===== src/hdl/isa_pkg.sv =====
// Shared types and constants for the indexed shift array.
`default_nettype none
package isa_pkg;

	localparam int CAPACITY   = 64;
	localparam int DATA_WIDTH = 32;
	localparam int LOC_W      = 7;
	localparam int CNT_W      = 7;
	localparam int OP_W       = 2;
	localparam int STAT_W     = 2;
	localparam int IDX_W      = $clog2(CAPACITY);
	localparam int GROUP      = 8;
	localparam int NGROUP     = (CAPACITY + GROUP - 1) / GROUP;
	localparam int IN_BITS    = OP_W + LOC_W + DATA_WIDTH;
	localparam int IN_W       = ((IN_BITS + 7) / 8) * 8;
	localparam int OUT_BITS   = STAT_W + DATA_WIDTH + CNT_W;
	localparam int OUT_W      = ((OUT_BITS + 7) / 8) * 8;

	typedef enum logic [OP_W-1:0] {
		OP_INSERT = 2'd0,
		OP_DELETE = 2'd1,
		OP_READ   = 2'd2
	} op_t;

	typedef enum logic [STAT_W-1:0] {
		ST_DONE  = 2'd0,
		ST_RANGE = 2'd1,
		ST_FULL  = 2'd2
	} status_t;

	// broadcast to every cell of the row
	typedef struct packed {
		logic                  shift_up;
		logic                  shift_down;
		logic [LOC_W-1:0]      loc;
		logic [DATA_WIDTH-1:0] data;
	} cell_cmd_t;

endpackage
`default_nettype wire


===== src/hdl/isa_ctrl.sv =====
// Request decode, range checks and entry count.
`default_nettype none
module isa_ctrl
	import isa_pkg::*;
(
	input  wire logic                  clk,
	input  wire logic                  arst_n,
	input  wire logic                  accept,
	input  wire logic [OP_W-1:0]       operation,
	input  wire logic [LOC_W-1:0]      location,
	input  wire logic [DATA_WIDTH-1:0] data_in,
	output cell_cmd_t                  cmd,
	output status_t                    status,
	output logic      [CNT_W-1:0]      count_next,
	output logic                       read_ok
);

	logic [CNT_W-1:0] count_q;
	logic             full;
	logic             in_range;
	logic             up_ok;

	assign full     = (count_q == CNT_W'(CAPACITY));
	assign in_range = (CNT_W'(location) < count_q);

	always_comb begin
		up_ok      = 1'b0;
		cmd.shift_down = 1'b0;
		read_ok    = 1'b0;
		status     = ST_RANGE;
		unique case (operation)
			OP_INSERT: begin
				if (CNT_W'(location) > count_q)
					status = ST_RANGE;
				else if (full)
					status = ST_FULL;
				else begin
					status = ST_DONE;
					up_ok  = 1'b1;
				end
			end
			OP_DELETE: begin
				if (in_range) begin
					status         = ST_DONE;
					cmd.shift_down = accept;
				end
			end
			OP_READ: begin
				if (in_range) begin
					status  = ST_DONE;
					read_ok = 1'b1;
				end
			end
			default: status = ST_RANGE;
		endcase
		cmd.shift_up = up_ok && accept;
		cmd.loc      = location;
		cmd.data     = data_in;

		if (up_ok)
			count_next = count_q + 1'b1;
		else if (operation == OP_DELETE && in_range)
			count_next = count_q - 1'b1;
		else
			count_next = count_q;
	end

	always_ff @(posedge clk or negedge arst_n) begin
		if (!arst_n)
			count_q <= '0;
		else if (accept)
			count_q <= count_next;
	end

endmodule
`default_nettype wire


===== config.mk =====
export PLATFORM = sky130hd
export DESIGN_NAME = isa_ctrl
export DESIGN_NICKNAME = d
export VERILOG_FILES = /design/src/hdl/isa_pkg.sv /design/src/hdl/isa_ctrl.sv
export SDC_FILE = /design/constraint.sdc
export NUM_CORES = 1
export LEC_CHECK = 0
export BUFFER_PORTS_ARGS = -buffer_cell sky130_fd_sc_hd__buf_4
export CAP_MARGIN = 10
export CELL_PAD_IN_SITES_DETAIL_PLACEMENT = 1
export CELL_PAD_IN_SITES_GLOBAL_PLACEMENT = 1
export CORE_MARGIN = 1
export CORE_UTILIZATION = 31
export CTS_BUF_LIST = sky130_fd_sc_hd__clkbuf_4 sky130_fd_sc_hd__clkbuf_8
export CTS_CLUSTER_SIZE = 30
export DETAILED_ROUTE_END_ITERATION = 12
export PLACE_DENSITY = 0.86
export SLEW_MARGIN = 25
export SYNTH_ARGS = -nofsm -noshare
export SYNTH_HDL_FRONTEND = slang
export SYNTH_SLANG_ARGS = --single-unit

===== constraint.sdc =====
create_clock -name clk -period 5.4 [get_ports clk]
set_clock_uncertainty 0.15 [all_clocks]
set_input_delay 0.27 -clock clk [delete_from_list [all_inputs] [get_ports clk]]
set_output_delay 0.27 -clock clk [all_outputs]
set_load 0.005 [all_outputs]

* Word-level counts from Yosys, hierarchy flattened *
Cells that the tools add are included.
W data, S select, Z words.

word-level totals
  input bits = 44
  output and inout bits = 51
  register bits after elaboration = 7

cells by class
  reduce and logical (&&, ||, !) cells = 4
  muxes and demuxes = 13
  equal/unequal tests = 3
  add/sub/neg operators = 2
  magnitude comparators = 2

operators with widths
  cell                   count
  $mux W7                2
  $mux W1                8
  $add A7 B1 Y7 const B  1
  $eq A7 B7 Y1 const B   1
  $gt A7 B7 Y1           1
  $lt A7 B7 Y1           1
  $sub A7 B1 Y7 const B  1
  $mux W2                2
  $pmux W2 S2            1
  $eq A2 B1 Y1 const B   1
  $eq A2 B2 Y1 const B   1
  $logic_and A1 B1 Y1    2
  $logic_not A2 Y1       1
  $reduce_or A2 Y1       1

* Logic depth before layout (Yosys ltp) *
  depth after elaboration = 5
  mapped depth = 9
  mapped depth without buffers = 7

* Worst setup path after synthesis *
OpenSTA, ideal clock, no wires.

  path kind = register to output
  start point = reg count_q[2]
  end point = out count_next[5]
  data arrival time = 1.911 ns
  stages on the path, launching flop included = 10
  slack = 3.069 ns
  data required time = 4.980 ns
  cell sequence = dfrtp_1 -> buf_6 -> inv_1 -> ha_1 -> a21oi_1 -> a21oi_4 -> o21ai_2 -> buf_2 -> a21oi_1 -> xnor2_1

between the ends
  word-level cells in the longest chain between the ends = 5
  elaborated cells between the ends (all ways) = 11
  those cells by class = add/sub (2); order compare (2); eq/ne (1); mux (5); reduce/logical (1)

RTL lines
  element                                                               line            text
  start: declaration                                                    isa_ctrl.sv:18  logic [CNT_W-1:0] count_q;
  start signal: assignment                                              isa_ctrl.sv:72  count_q <= count_next;
  parallel branches: the longest is 4 deep, another holds $gt A7 B7 Y1  -
  $mux W7 *                                                             isa_ctrl.sv:60  if (up_ok)
  end: declaration                                                      isa_ctrl.sv:14  output logic [CNT_W-1:0] count_next,

Mark *: on every way between the ends.

* Worst setup path after layout *
  start point = reg count_q[2]
  end point = out count_next[3]

The elaborated chain is that of the path after synthesis.

==> impl.org <==
** GRT
- Overall global routing resource usage :: 14.8%
- GR Overflow Total :: 0
- Number of global-route vias before repair :: ~1100
- Largest net degree at the start of global routing :: 15
- The number of antenna violations at the first check in global routing is 0.
- Global-route wire length before repair :: 5170 um

** Place
- Placed Cells :: between 200 and 250
- Number of port buffers :: 30
- The wire-length estimate of the detail-placed layout is roughly 2400 um.
- At the end of routability-driven placement, the weighted congestion stood at about 0.81.

** Clock tree
- Max H-tree Level :: 1
- Clock slew seen by the registers of the worst setup and hold paths :: about 0.040 ns
- CTS Hold Bufs :: 1
- The tree is rooted in a clkbuf_8.
- Clock sink total :: 7
- Clock latency on the worst-skew pair, taken at its later pin, is roughly 0.22 ns.
- Post-CTS setup buffer count :: 0
- Buffer depth of the longest clock path :: 2
- Number of cells upsized or downsized after cts :: 0
- TritonCTS built the clock tree.
- Counting the buffers created by CTS gives 3.

** Finish
- Measured on the finished design, the core utilization comes to ~33%.
- Fraction of final layout cells with drive strength greater than 1 :: between 20% and 30%
- Synthesis-to-finish area growth :: 0.941%
- The largest registers in the layout are count_q (7).
- ANT cells :: 0
- Commonest cells after routing, fill and taps aside :: 30 x buf_4, 14 x ha_1, 13 x inv_1, 13 x nor2_1, 11 x xnor2_1
- Number of flip-flops under the largest register name :: 7
- Post-Layout Cell Count :: between 200 and 250
- For this run, the post-layout net count is approximately 220.
- Most common library cell in the layout ignoring fill and taps :: buf_4
- Top reg by flops :: count_q

** Hold path
- The tightest min-delay check is of the in2async type.

** Worst setup path
- Walking the worst path, the cells encountered are inv_1 > ha_1 > a21oi_1 > a21oi_4 > o21ai_2 > a21oi_1 > xnor2_1 > buf_4.
- The critical path is of the reg2out type.
- For the worst setup path, the data required time is 4.98 ns.
- Maximum single-stage delay on the critical path :: 0.55 ns
- Maximum net fanout on the critical path :: 14
- The most numerous cell type found on the critical path is a21oi_1.
- Reg-to-Reg Start :: count_q[2]
- Crit path from :: count_q[2]
- The critical path ends at count_next[3].
- Slack of the worst reg-to-reg path :: 2.59 ns
- Slowest cell on crit path :: o21ai_2
- The worst register-to-register path ends at count_q[3].
- Data arrives at the worst endpoint at 2.90 ns.
- STA classifies the critical path endpoint as an output pin.
- Nature of the critical path startpoint :: register
- Worst Reg-to-Reg Cells :: 7

** Pwr
- Ratio of total power to cell area :: a little under 400 mW/mm2
- In this run the static leakage power is 0.000565 uW.
- Power Total :: 529 uW
- Max VDD drop :: 134 uV

** Floorplanning
- Initial standard-cell utilization of the core :: about a third
- Pin placement for this block handled between 90 and 100 I/O pins.
- The floorplan step set the die height to approximately 68 um.
- The die is 67.5 um wide.
- After floorplanning, the core was divided into 23 placement rows.
- After floorplanning, the core was sized to cover a little over 0.004 mm2.
- Area enclosed by the die boundary :: between 0.004 and 0.005 mm2

** Yosys
- Synthesized instance count :: between 150 and 200
- After synthesis the cells add up to about 0.0013 mm2.
- Counting flops and latches in the post-synthesis netlist gives 7.
- Counting every net in the synthesized netlist gives 225.
- After synthesis, the mean cell area works out to 7.96 um2.
- Area fraction of the dominant cell type after synthesis :: between 20% and 30%
- By area the synthesized netlist is led by buf_4 23%, dfrtp_1 13%, ha_1 13%, xnor2_1 7.2%, inv_1 3.7%.
- Summing the sequential cell areas from Yosys gives between 10% and 20% of the chip area.
- Count of distinct cell types in the synthesized netlist :: 40
- Summed over all instances, the cell type with the most area after synthesis is buf_4.
- Count of yosys warnings during synthesis :: 0

** Timing
- Unrepaired setup endpoints after global routing :: false
- Actual slew at the worst max-slew pin :: between 0.6 and 0.7 ns
- Count of final max-slew check failures :: 0
- Setup violations remaining at the end of the flow were counted as 0.
- Derived from the worst setup path, the maximum achievable clock frequency is around 300 MHz.
- After layout, the worst path uses between 60% and 70% of the clock period.
- The hold violation total from the final report was 0.
- Final TNS setup :: 0 ns
- In this run the tightest slew margin relative to its limit is between 50% and 60%.
- The worst path needs ~3.3 ns of the cycle, external delays included.

** Route
- Routed Wire Length :: roughly 3000 um
- DRC violations left :: 0
- The detail route stage leaves a number of antenna-violating nets equal to 0.
- Summing over every cut layer, the via total after detailed routing is approximately 1100.
- Average via count per standard cell :: just over 5
- Number of design-rule violations left by the first detailed-router iteration :: 19
- Routed wire length per instance :: ~15 um
- Before antenna repair, the detailed router went through 4 iterations.

** Job
- Across the run, the number of max-cap violations was 0.

** Status
- The run finished with clean final reports.
==> per-stage QoR <==
stage	cell area, um2	hold slack [ns]	setup WS (ns)
6_report	1340	0.257	2.08
5_1_grt	1340	0.258	1.91
4_1_cts	1340	0.259	2.05
3_5_place_dp	1280	-0.0589	2.30
3_3_place_gp	1280	-0.0608	2.35
2_1_floorplan	1330	-0.176	3.07
==> logic make-up after synthesis <==
family,count (synthesis),share of synthesized area (%)
AOI/OAI and AO/OA,33,18.6
xor gates and xnor gates,11,7.24
adders and majority gates,14,13.2
buffers and inverters,58,28.8
DFF,7,13.2
and+or+nand+nor,44,19.0
==> worst min path at each step <==
stage	from	end	slack, ns
4_1_cts	arst_n	count_q[2]	0.26
6_report	arst_n	count_q[2]	0.26
3_5_place_dp	arst_n	count_q[5]	-0.06
2_1_floorplan	arst_n	count_q[0]	-0.18
3_3_place_gp	arst_n	count_q[6]	-0.06
5_1_grt	arst_n	count_q[6]	0.26
==> Yosys cell counts <==
cell,count
buf_4,41
ha_1,14
inv_1,13
nor2_1,13
xnor2_1,11
a21oi_1,9
dfrtp_1,7
nor4_1,6
nand2_1,5
nand3_1,5
nand4_1,5
nor3_1,4
a22oi_1,3
a21o_1,2
a32oi_1,2
buf_2,2
o21a_1,2
a211oi_1,1
a21boi_0,1
a21oi_2,1
a21oi_4,1
a221oi_1,1
a2bb2oi_1,1
a31oi_1,1
and2_1,1
and3_1,1
buf_6,1
clkbuf_2,1
nand3b_1,1
nor4_4,1
nor4b_4,1
o211a_1,1
o211ai_1,1
o211ai_2,1
o21ai_0,1
o21ai_2,1
o21bai_1,1
o221ai_1,1
o311ai_1,1
or2_2,1
==> where the power goes <==
| group | leakage [uW] | total [uW] | internal, uW | switching (uW) |
|---|---|---|---|---|
| sequential | 0.0000875 | 124 | 74.2 | 49.7 |
| combinational | 0.000452 | 328 | 148 | 180 |
| clock | 0.0000262 | 76.7 | 55.9 | 20.8 |
==> area by class of cell <==
| class | instances | area, um2 |
|---|---|---|
| Clock buffer | 4 | 48.8 |
| Fill cell | 494 | 2720 |
| Inverter | 13 | 48.8 |
| Tap cell | 50 | 62.6 |
| Sequential cell | 7 | 175 |
| Multi-Input combinational cell | 102 | 772 |
| Timing Repair Buffer | 31 | 235 |
==> layer usage <==
metal,wire length (um),vias to the layer above,share of wire (%),global-route usage (%)
met1,1410,517,47,19.5
met3,133,0,4.4,2.70
li1,-,526,-,-
met4,0,0,0,2.39
met5,0,-,0,0
met2,1460,24,49,25.0
==> critical path: cells and delay by family, from the launching register on <==
kind	cells	cell delay (ns)
xor+xnor	1	0.23
flops	1	0.54
compound gates	4	1.25
buf+inv	2	0.31
fa+ha+maj	1	0.34
Power figures use the tool's default switching activity.
