$ cat src/hdl/isa_pkg.sv
// Shared types and constants for the indexed shift array.
`default_nettype none
package isa_pkg;

	localparam int CAPACITY   = 64;
	localparam int DATA_WIDTH = 32;
	localparam int LOC_W      = 7;
	localparam int CNT_W      = 7;
	localparam int OP_W       = 2;
	localparam int STAT_W     = 2;
	localparam int IDX_W      = $clog2(CAPACITY);
	localparam int GROUP      = 8;
	localparam int NGROUP     = (CAPACITY + GROUP - 1) / GROUP;
	localparam int IN_BITS    = OP_W + LOC_W + DATA_WIDTH;
	localparam int IN_W       = ((IN_BITS + 7) / 8) * 8;
	localparam int OUT_BITS   = STAT_W + DATA_WIDTH + CNT_W;
	localparam int OUT_W      = ((OUT_BITS + 7) / 8) * 8;

	typedef enum logic [OP_W-1:0] {
		OP_INSERT = 2'd0,
		OP_DELETE = 2'd1,
		OP_READ   = 2'd2
	} op_t;

	typedef enum logic [STAT_W-1:0] {
		ST_DONE  = 2'd0,
		ST_RANGE = 2'd1,
		ST_FULL  = 2'd2
	} status_t;

	// broadcast to every cell of the row
	typedef struct packed {
		logic                  shift_up;
		logic                  shift_down;
		logic [LOC_W-1:0]      loc;
		logic [DATA_WIDTH-1:0] data;
	} cell_cmd_t;

endpackage
`default_nettype wire

$ cat src/hdl/isa_cell.sv
// One storage cell of the row: holds an entry, shifts with its neighbours.
`default_nettype none
module isa_cell
	import isa_pkg::*;
(
	input  wire logic                  clk,
	input  wire cell_cmd_t             cmd,
	input  wire logic [IDX_W-1:0]      idx,
	input  wire logic [DATA_WIDTH-1:0] left,
	input  wire logic [DATA_WIDTH-1:0] right,
	output logic      [DATA_WIDTH-1:0] entry,
	output logic      [DATA_WIDTH-1:0] rd
);

	logic [DATA_WIDTH-1:0] entry_q;
	logic [LOC_W-1:0]      my_loc;
	logic                  hit;
	logic                  above;

	assign my_loc = LOC_W'(idx);
	assign hit    = (my_loc == cmd.loc);
	assign above  = (my_loc > cmd.loc);

	always_ff @(posedge clk) begin
		if (cmd.shift_up) begin
			if (above)
				entry_q <= left;
			else if (hit)
				entry_q <= cmd.data;
		end else if (cmd.shift_down) begin
			if (above || hit)
				entry_q <= right;
		end
	end

	assign entry = entry_q;
	assign rd    = hit ? entry_q : '0;

endmodule
`default_nettype wire

$ cat config.mk
export PLATFORM = sky130hd
export DESIGN_NAME = isa_cell
export DESIGN_NICKNAME = d
export VERILOG_FILES = /design/src/hdl/isa_pkg.sv /design/src/hdl/isa_cell.sv
export SDC_FILE = /design/constraint.sdc
export NUM_CORES = 1
export LEC_CHECK = 0
export ABC_AREA = 1
export BUFFER_PORTS_ARGS = -buffer_cell sky130_fd_sc_hd__buf_4
export CAP_MARGIN = 20
export CORE_MARGIN = 2
export CORE_UTILIZATION = 42
export DETAILED_ROUTE_END_ITERATION = 10
export PLACE_DENSITY_LB_ADDON = 0.1
export SYNTH_ARGS = -nofsm -noshare
export SYNTH_HDL_FRONTEND = slang
export SYNTH_SLANG_ARGS = --single-unit
$ cat constraint.sdc
create_clock -name clk -period 3.85 [get_ports clk]
set_clock_uncertainty 0.1 [all_clocks]
set_input_delay 0.77 -clock clk [delete_from_list [all_inputs] [get_ports clk]]
set_output_delay 0.77 -clock clk [all_outputs]
set_load 0.02 [all_outputs]
# After elaboration in Yosys (flattened, before gate mapping)
# Cells that the tools add are included.
# op_classes
n_eq_ne	2
magnitude_cmp	1
n_mux	6
n_reduce_logical	4
# op_table
op	n
32-bit 2-to-1 mux	6
6-bit by 7-bit equality test with 1-bit output	1
6-bit by 7-bit greater-than comparator with 1-bit output	1
2-bit nonzero test	2
3-bit by 1-bit != test with 1-bit output, second input constant	1
3-bit AND reduction	1
1-bit logical OR	1
# word_totals
reg_bits	32
out_inout_bits	64
inputBits	112

# Longest topological paths before layout
# Gate-level depths: netlist (run 1).
# logic_depth
word_depth	5
depth_mapped	12
depth_no_buf	11

# Worst setup path after synthesis (run 1)
# Ideal clock, no wire load.
# synth_path
kind	input-to-reg
from	input cmd[37] in the netlist's numbering
to	register entry_q[0] (netlist: entry[0]), enable pin
required_ns	3.363
arrival_ns	2.488
path_slack_ns	0.876
stages	10
n_path_buf	2
setup_ns	0.387
path_cell_list	inv_1 -> ha_1 -> inv_1 -> nor3_2 -> nand3_2 -> buf_6 -> buf_6 -> nand3_1 -> o21ai_0 -> inv_1
# synth_between
elab_chain_cells	4
# synth_lines
element	line	source
start, declared	isa_cell.sv:7	input wire cell_cmd_t cmd,
6-bit by 7-bit greater-than comparator with 1-bit output or 6-bit by 7-bit equality test with 1-bit output (tied branches)	isa_cell.sv:22, isa_cell.sv:21	
1-bit logical OR	isa_cell.sv:31	if (above || hit)
2-bit nonzero test (no source line)	n/a	
3-bit AND reduction (no source line) *	n/a	
end signal, assigned	isa_cell.sv:27	entry_q <= left;
end signal, assigned	isa_cell.sv:29	entry_q <= cmd.data;
end signal, assigned	isa_cell.sv:32	entry_q <= right;
end, declared	isa_cell.sv:15	logic [DATA_WIDTH-1:0] entry_q;
# Every way passes the cells marked *; elsewhere a longest branch is shown, timed or not.
# A chain may end at the register's enable or synchronous reset.

# Final worst setup path (run 1)
# layout_path
from	input cmd[37] in the netlist's numbering
to	output rd[25]
# layout_between
elab_chain_cells	2
# layout_lines
element	line	source
6-bit by 7-bit equality test with 1-bit output	isa_cell.sv:21	assign hit = (my_loc == cmd.loc);
32-bit 2-to-1 mux	isa_cell.sv:37	assign rd = hit ? entry_q : '0;
end, declared	isa_cell.sv:12	output logic [DATA_WIDTH-1:0] rd
# No other way between the ends.

==> results_dict.tcl, run 1 <==
set metrics [dict create \
    status "completed" \
    rows 28 \
    clk_pin_slew_worst_paths_ns 0.07 \
    drt_iter0_drc 92 \
    fillers 527 \
    cts-root-buf "clkbuf_8" \
    avgSynthCellArea_um2 6.85 \
    antenna_left 0 \
    final.min_clock_period_ns 2.95 \
    place_ws_ns 0.898 \
    grt_setup_unrepaired "no" \
    grt_pass1_vias 2487 \
    power_density_nw_per_um2 267 \
    ys_top_cells_by_count "109 x inv_1, 102 x nand2_1, 49 x nand3_1, 34 x nor2_1, 32 x edfxtp_1" \
    async_flop_share 0 \
    ys_seq_elements 32 \
    synth_top_area_frac 0.373 \
    post_cts_buffers 0 \
    wl_per_cell_um 11.4 \
    wl_um 7050 \
    post_cts_resized 0 \
    synth_edf_count 32 \
    synth_most_common_cell "inv_1" \
    busiest_layer "met2" \
    critPathCaptureType "primary output" \
    grt_use_total 0.204 \
    startpoint "cmd[37]" \
    ff_latch_area_um2 961 \
    port-buffer-count 175 \
    dp_hpwl_um 5370 \
    critPathCapture "rd[25]" \
    post-route-period-util 0.766 \
    grt_pass1_wl_um 10600 \
    worstPathRequired_ns 2.98 \
    largest_register_ffs 32 \
    holdCritPathClass "in -> reg" \
    netlist_instances 376 \
    drv_slew 0 \
    leakagePower_uw 0.00239 \
    ctsHoldBuffers 0 \
    use_met3 0.0543 \
    setup_ws_ns 0.902 \
    multi_input_area_um2 1060 \
    numCtsBuffers 5 \
    drc_errors 0 \
    synth_cell_types 17 \
    ys_seq_area_frac 0.373 \
    finish.utilization 0.667 \
    ctsHtreeMaxLevel 2 \
    numClockSinks 32 \
    antenna_found_initial 0 \
    grt_overflow 0 \
    place_congestion 0.761 \
    dieArea_um2 6780 \
    syn_nets 494 \
    die_x_um 82.3 \
    fmax_mhz 339 \
    synth_top_flop_cell "edfxtp_1" \
    drt_pass1_iterations 4 \
    routed_via_density 4.50 \
    setup_viol 0 \
    peakVddDrop_mv 0.128 \
    insertedDiodeCount 0 \
    vias 2778 \
    core_um2 5920 \
    start_util 0.435 \
    syn_to_final_growth_pct 53.3 \
    worstMarginPinSlew_ns 1.04 \
    drive_gt1_frac 0.379 \
    nets 660 \
    fp.dieH_um 82.3 \
    ys_warn_count 0 \
    hold_viol 0 \
    max-cap-violations 0 \
    netlist_top_cells_area "edfxtp_1 37%, inv_1 16%, nand2_1 15%" \
    total_power_uw 1050 \
    cp_max_fo 33 \
    met1_usage 0.225 \
    syn_area_um2 2580 \
    finalSetupTns_ns 0 \
    cts_buffer_depth 2 \
    crit_arrival_ns 2.08 \
    slew_headroom 0.304 \
    yosysTopAreaCell "edfxtp_1" \
    critPathLaunchType "input pin" \
    critPathKind "in -> out" \
    cts_tree "built" \
    grtUsageMet2 0.371 \
    grt_start_max_net_pins 35 \
    io_pins 176 \
]
[cells by family after synthesis]
group,share of synthesized area
AOI/OAI and AO/OA,0.00728
adders and majority gates,0.0291
buffers and inverters,0.215
DFF,0.373
and+or+nand+nor,0.376
[critical path: stages]
cell and delay (ns):
buf_4 0.08, inv_1 0.03, ha_1 0.27, inv_1 0.05, nor3_2 0.19, nand3_2 0.09, buf_4 0.26, nor2_1 0.15
buf_4 0.16
[where the power goes]
| group | switching [µW] | leakage [µW] | total (µW) | internal (µW) |
|---|---|---|---|---|
| Sequential | 21.3 | 0.000291 | 457 | 435 |
| Combinational | 188 | 0.00206 | 357 | 169 |
| Clock | 115 | 0.0000399 | 241 | 126 |
| Total | 324 | 0.00239 | 1050 | 731 |
[placed cells by master, fill, tap and decap left out, types with 5 or more instances in the layout]
cell type	n
ha_1	6
clkbuf_8	5
buf_4	179
nand3_1	49
inv_1	109
nand3_2	18
nand2_1	102
nor2_1	34
edfxtp_1	32
[how the worst min path moves through the flow]
stage               startpoint  slack (ns)  cells after the start   endpoint
CTS                  right[31]        0.65                      3  entry[31]
finish               right[31]        0.66                      3  entry[31]
detailed placement   right[31]        0.94                      3  entry[31]
global placement      right[3]        0.94                      3   entry[3]
floorplan            right[14]        0.86                      2  entry[14]
global route         right[28]        0.65                      3  entry[28]
[metal layers]
layer  share of wire  wire length (µm)  up-vias
met5               0                 0        -
met4           0.016               116        0
met3           0.094               663       10
met2            0.52              3660      124
met1            0.37              2610     1203
li1                -                 -     1441
[layout make-up]
type                       count  area share
clock inverter                 1    0.000950
sequential                    32       0.243
tap                           75      0.0238
clock buffer                   7      0.0193
inverter                     109       0.104
multi-input combinational    215       0.269
timing repair buffer         179       0.340
[metrics by stage]
step | cells | cell area (µm²) | hold WS (ns)
after floorplan | 376 | 2580 | 0.856
after global placement | 610 | 3870 | 0.942
after detailed placement | 610 | 3870 | 0.944
after CTS | 618 | 3950 | 0.652
after global routing | 618 | 3950 | 0.651
final | 618 | 3950 | 0.659
No activity file was read; power rests on OpenSTA's default activity.
==> inputs of run 2 (changes only) <==
ABC_AREA = 0   (was 1)
clock period = 2.9 ns   (was 3.85 ns; I/O delays follow)
==> run 2 against run 1 <==
Against the previous run:
- sequential power is 32% higher
- wire length is 18% higher
- worst setup slack worse by 0.77 ns
- combinational power is 30% higher
- die area is 0.36% lower
- sequential share of layout area is 0.63 points lower
- core utilization is 1.8 points higher
- synthesized area is 0.39% lower
- first-iteration DRC count is 58% higher
==> results_dict.tcl, run 2 <==
set metrics [dict create \
    dieArea_um2 6750 \
    rows 28 \
    grt_start_max_net_pins 61 \
    hold_viol 0 \
    synth_edf_count 32 \
    largest_register_ffs 32 \
    syn_area_um2 2570 \
    cp_max_fo 21 \
    post_cts_buffers 0 \
    grt_pass1_vias 2726 \
    status "completed" \
    layout_common_cells "187 x buf_4, 33 x nand3_1, 33 x nand4_1" \
    cts_tree "built" \
    dp_cells 513 \
    fillers 492 \
    ys_top_cells_by_count "33 x a31oi_1, 33 x nand3_1, 33 x nand4_1" \
    ys_seq_elements 32 \
    fp.dieH_um 82.2 \
    post-route-period-util 0.955 \
    instances_no_fill 521 \
    clk_pin_slew_worst_paths_ns 0.07 \
    ctsHtreeMaxLevel 2 \
    async_flop_share 0 \
    place_ws_ns 0.125 \
    vias 2977 \
    dp_hpwl_um 6080 \
    netlist_top_cells_area "edfxtp_1 37%, o2111ai_1 11%, a31oi_1 8.0%" \
    syn_to_final_growth_pct 57.9 \
    fmax_mhz 361 \
    final.min_clock_period_ns 2.77 \
    syn_nets 403 \
    routed_via_density 5.71 \
    slew_headroom 0.745 \
    ys_warn_count 0 \
    post_cts_resized 0 \
    insertedDiodeCount 0 \
    worstPathRequired_ns 2.22 \
    synth_cell_types 22 \
    ys_seq_area_frac 0.374 \
    setup_viol 0 \
    critPathLaunchType "input pin" \
    avgSynthCellArea_um2 9.01 \
    max-cap-violations 0 \
    antenna_found_initial 0 \
    power_density_nw_per_um2 365 \
    nets 563 \
    start_util 0.434 \
    cts_buffer_depth 2 \
    leakagePower_uw 0.00179 \
    critPathKind "in -> out" \
    finalSetupTns_ns 0 \
    wl_per_cell_um 15.9 \
    holdCritPathClass "in -> reg" \
    yosysTopAreaCell "edfxtp_1" \
    numCtsBuffers 5 \
    grt_use_total 0.236 \
    port-buffer-count 175 \
    grt_pass1_wl_um 12300 \
    antenna_left 0 \
    ctsHoldBuffers 0 \
    wl_um 8290 \
    hold_ws_ns 0.527 \
    io_pins 176 \
    worstMarginPinSlew_ns 0.382 \
    crit_arrival_ns 2.09 \
    grt_setup_unrepaired "no" \
    drive_gt1_frac 0.448 \
    core_um2 5920 \
    synth_top_area_frac 0.374 \
    synth_top_flop_cell "edfxtp_1" \
    total_power_uw 1480 \
    grt_overflow 0 \
    drt_iter0_drc 145 \
    setup_ws_ns 0.131 \
    critPathCaptureType "primary output" \
    drt_pass1_iterations 4 \
    place_congestion 0.756 \
    drv_slew 0 \
    peakVddDrop_mv 0.256 \
    drc_errors 0 \
    cts-root-buf "clkbuf_8" \
    die_x_um 82.2 \
    netlist_instances 285 \
    numClockSinks 32 \
    final_common_cell "buf_4" \
]
==> run 2: cell count changes in the layout (fill, tap and decap cells not counted), moves of 33 or more <==
| cell | delta |
|---|---|
| nand2_1 | -102 |
| nor2_1 | -33 |
| nand4_1 | +33 |
| inv_1 | -103 |
==> run 2: path summary, 6_finish.rpt <==
check | start | end | slack, ns | cells after the start
setup / recovery | cmd[37] | rd[24] | 0.13 | 8
hold / removal | cmd[9] | entry[9] | 0.53 | 3
==> run 2: routing by layer <==
metal	wire [µm]	GRT usage	up-vias
li1	-	-	1452
met1	3220	0.288	1368
met2	4230	0.417	147
met3	702	0.0457	10
met4	142	0.0767	0
met5	0	0	-
==> run 2: cell type report <==
| cell class | count | area, µm² | share of cell area |
|---|---|---|---|
| Clock buffer | 6 | 72.6 | 0.0179 |
| Clock inverter | 2 | 35.0 | 0.00864 |
| Inverter | 6 | 22.5 | 0.00555 |
| Multi-Input combinational cell | 211 | 1430 | 0.352 |
| Sequential cell | 32 | 961 | 0.237 |
| Tap cell | 75 | 93.8 | 0.0231 |
| Timing Repair Buffer | 189 | 1440 | 0.356 |
==> run 2: stage by stage <==
step / utilization / cell area (µm²)
floorplan: - / 2580
global placement: 0.667 / 3950
detailed placement: 0.667 / 3950
CTS: 0.685 / 4060
global route: 0.685 / 4060
finish: 0.685 / 4060
==> run 2: critical path, stage by stage <==
cell and delay [ns]:
buf_4 0.07, inv_1 0.03, ha_1 0.30, and4b_1 0.27
and4_2 0.29, buf_4 0.24, and2_1 0.16, buf_4 0.14
==> run 2: logic make-up after synthesis <==
group | count (synthesis) | share of synthesized area
flip-flops | 32 | 0.374
buffers and inverters | 42 | 0.0794
AO/OA/AOI/OAI | 71 | 0.204
adder cells (fa/ha/maj) | 6 | 0.0292
AND/OR/NAND/NOR | 134 | 0.313
==> run 2: where the power goes <==
| group | switching, µW | total, µW | internal (µW) | leakage, µW |
|---|---|---|---|---|
| combinational | 232 | 463 | 231 | 0.00145 |
| sequential | 25.6 | 602 | 576 | 0.000288 |
| clock | 160 | 415 | 255 | 0.0000552 |
| total | 417 | 1480 | 1060 | 0.00179 |
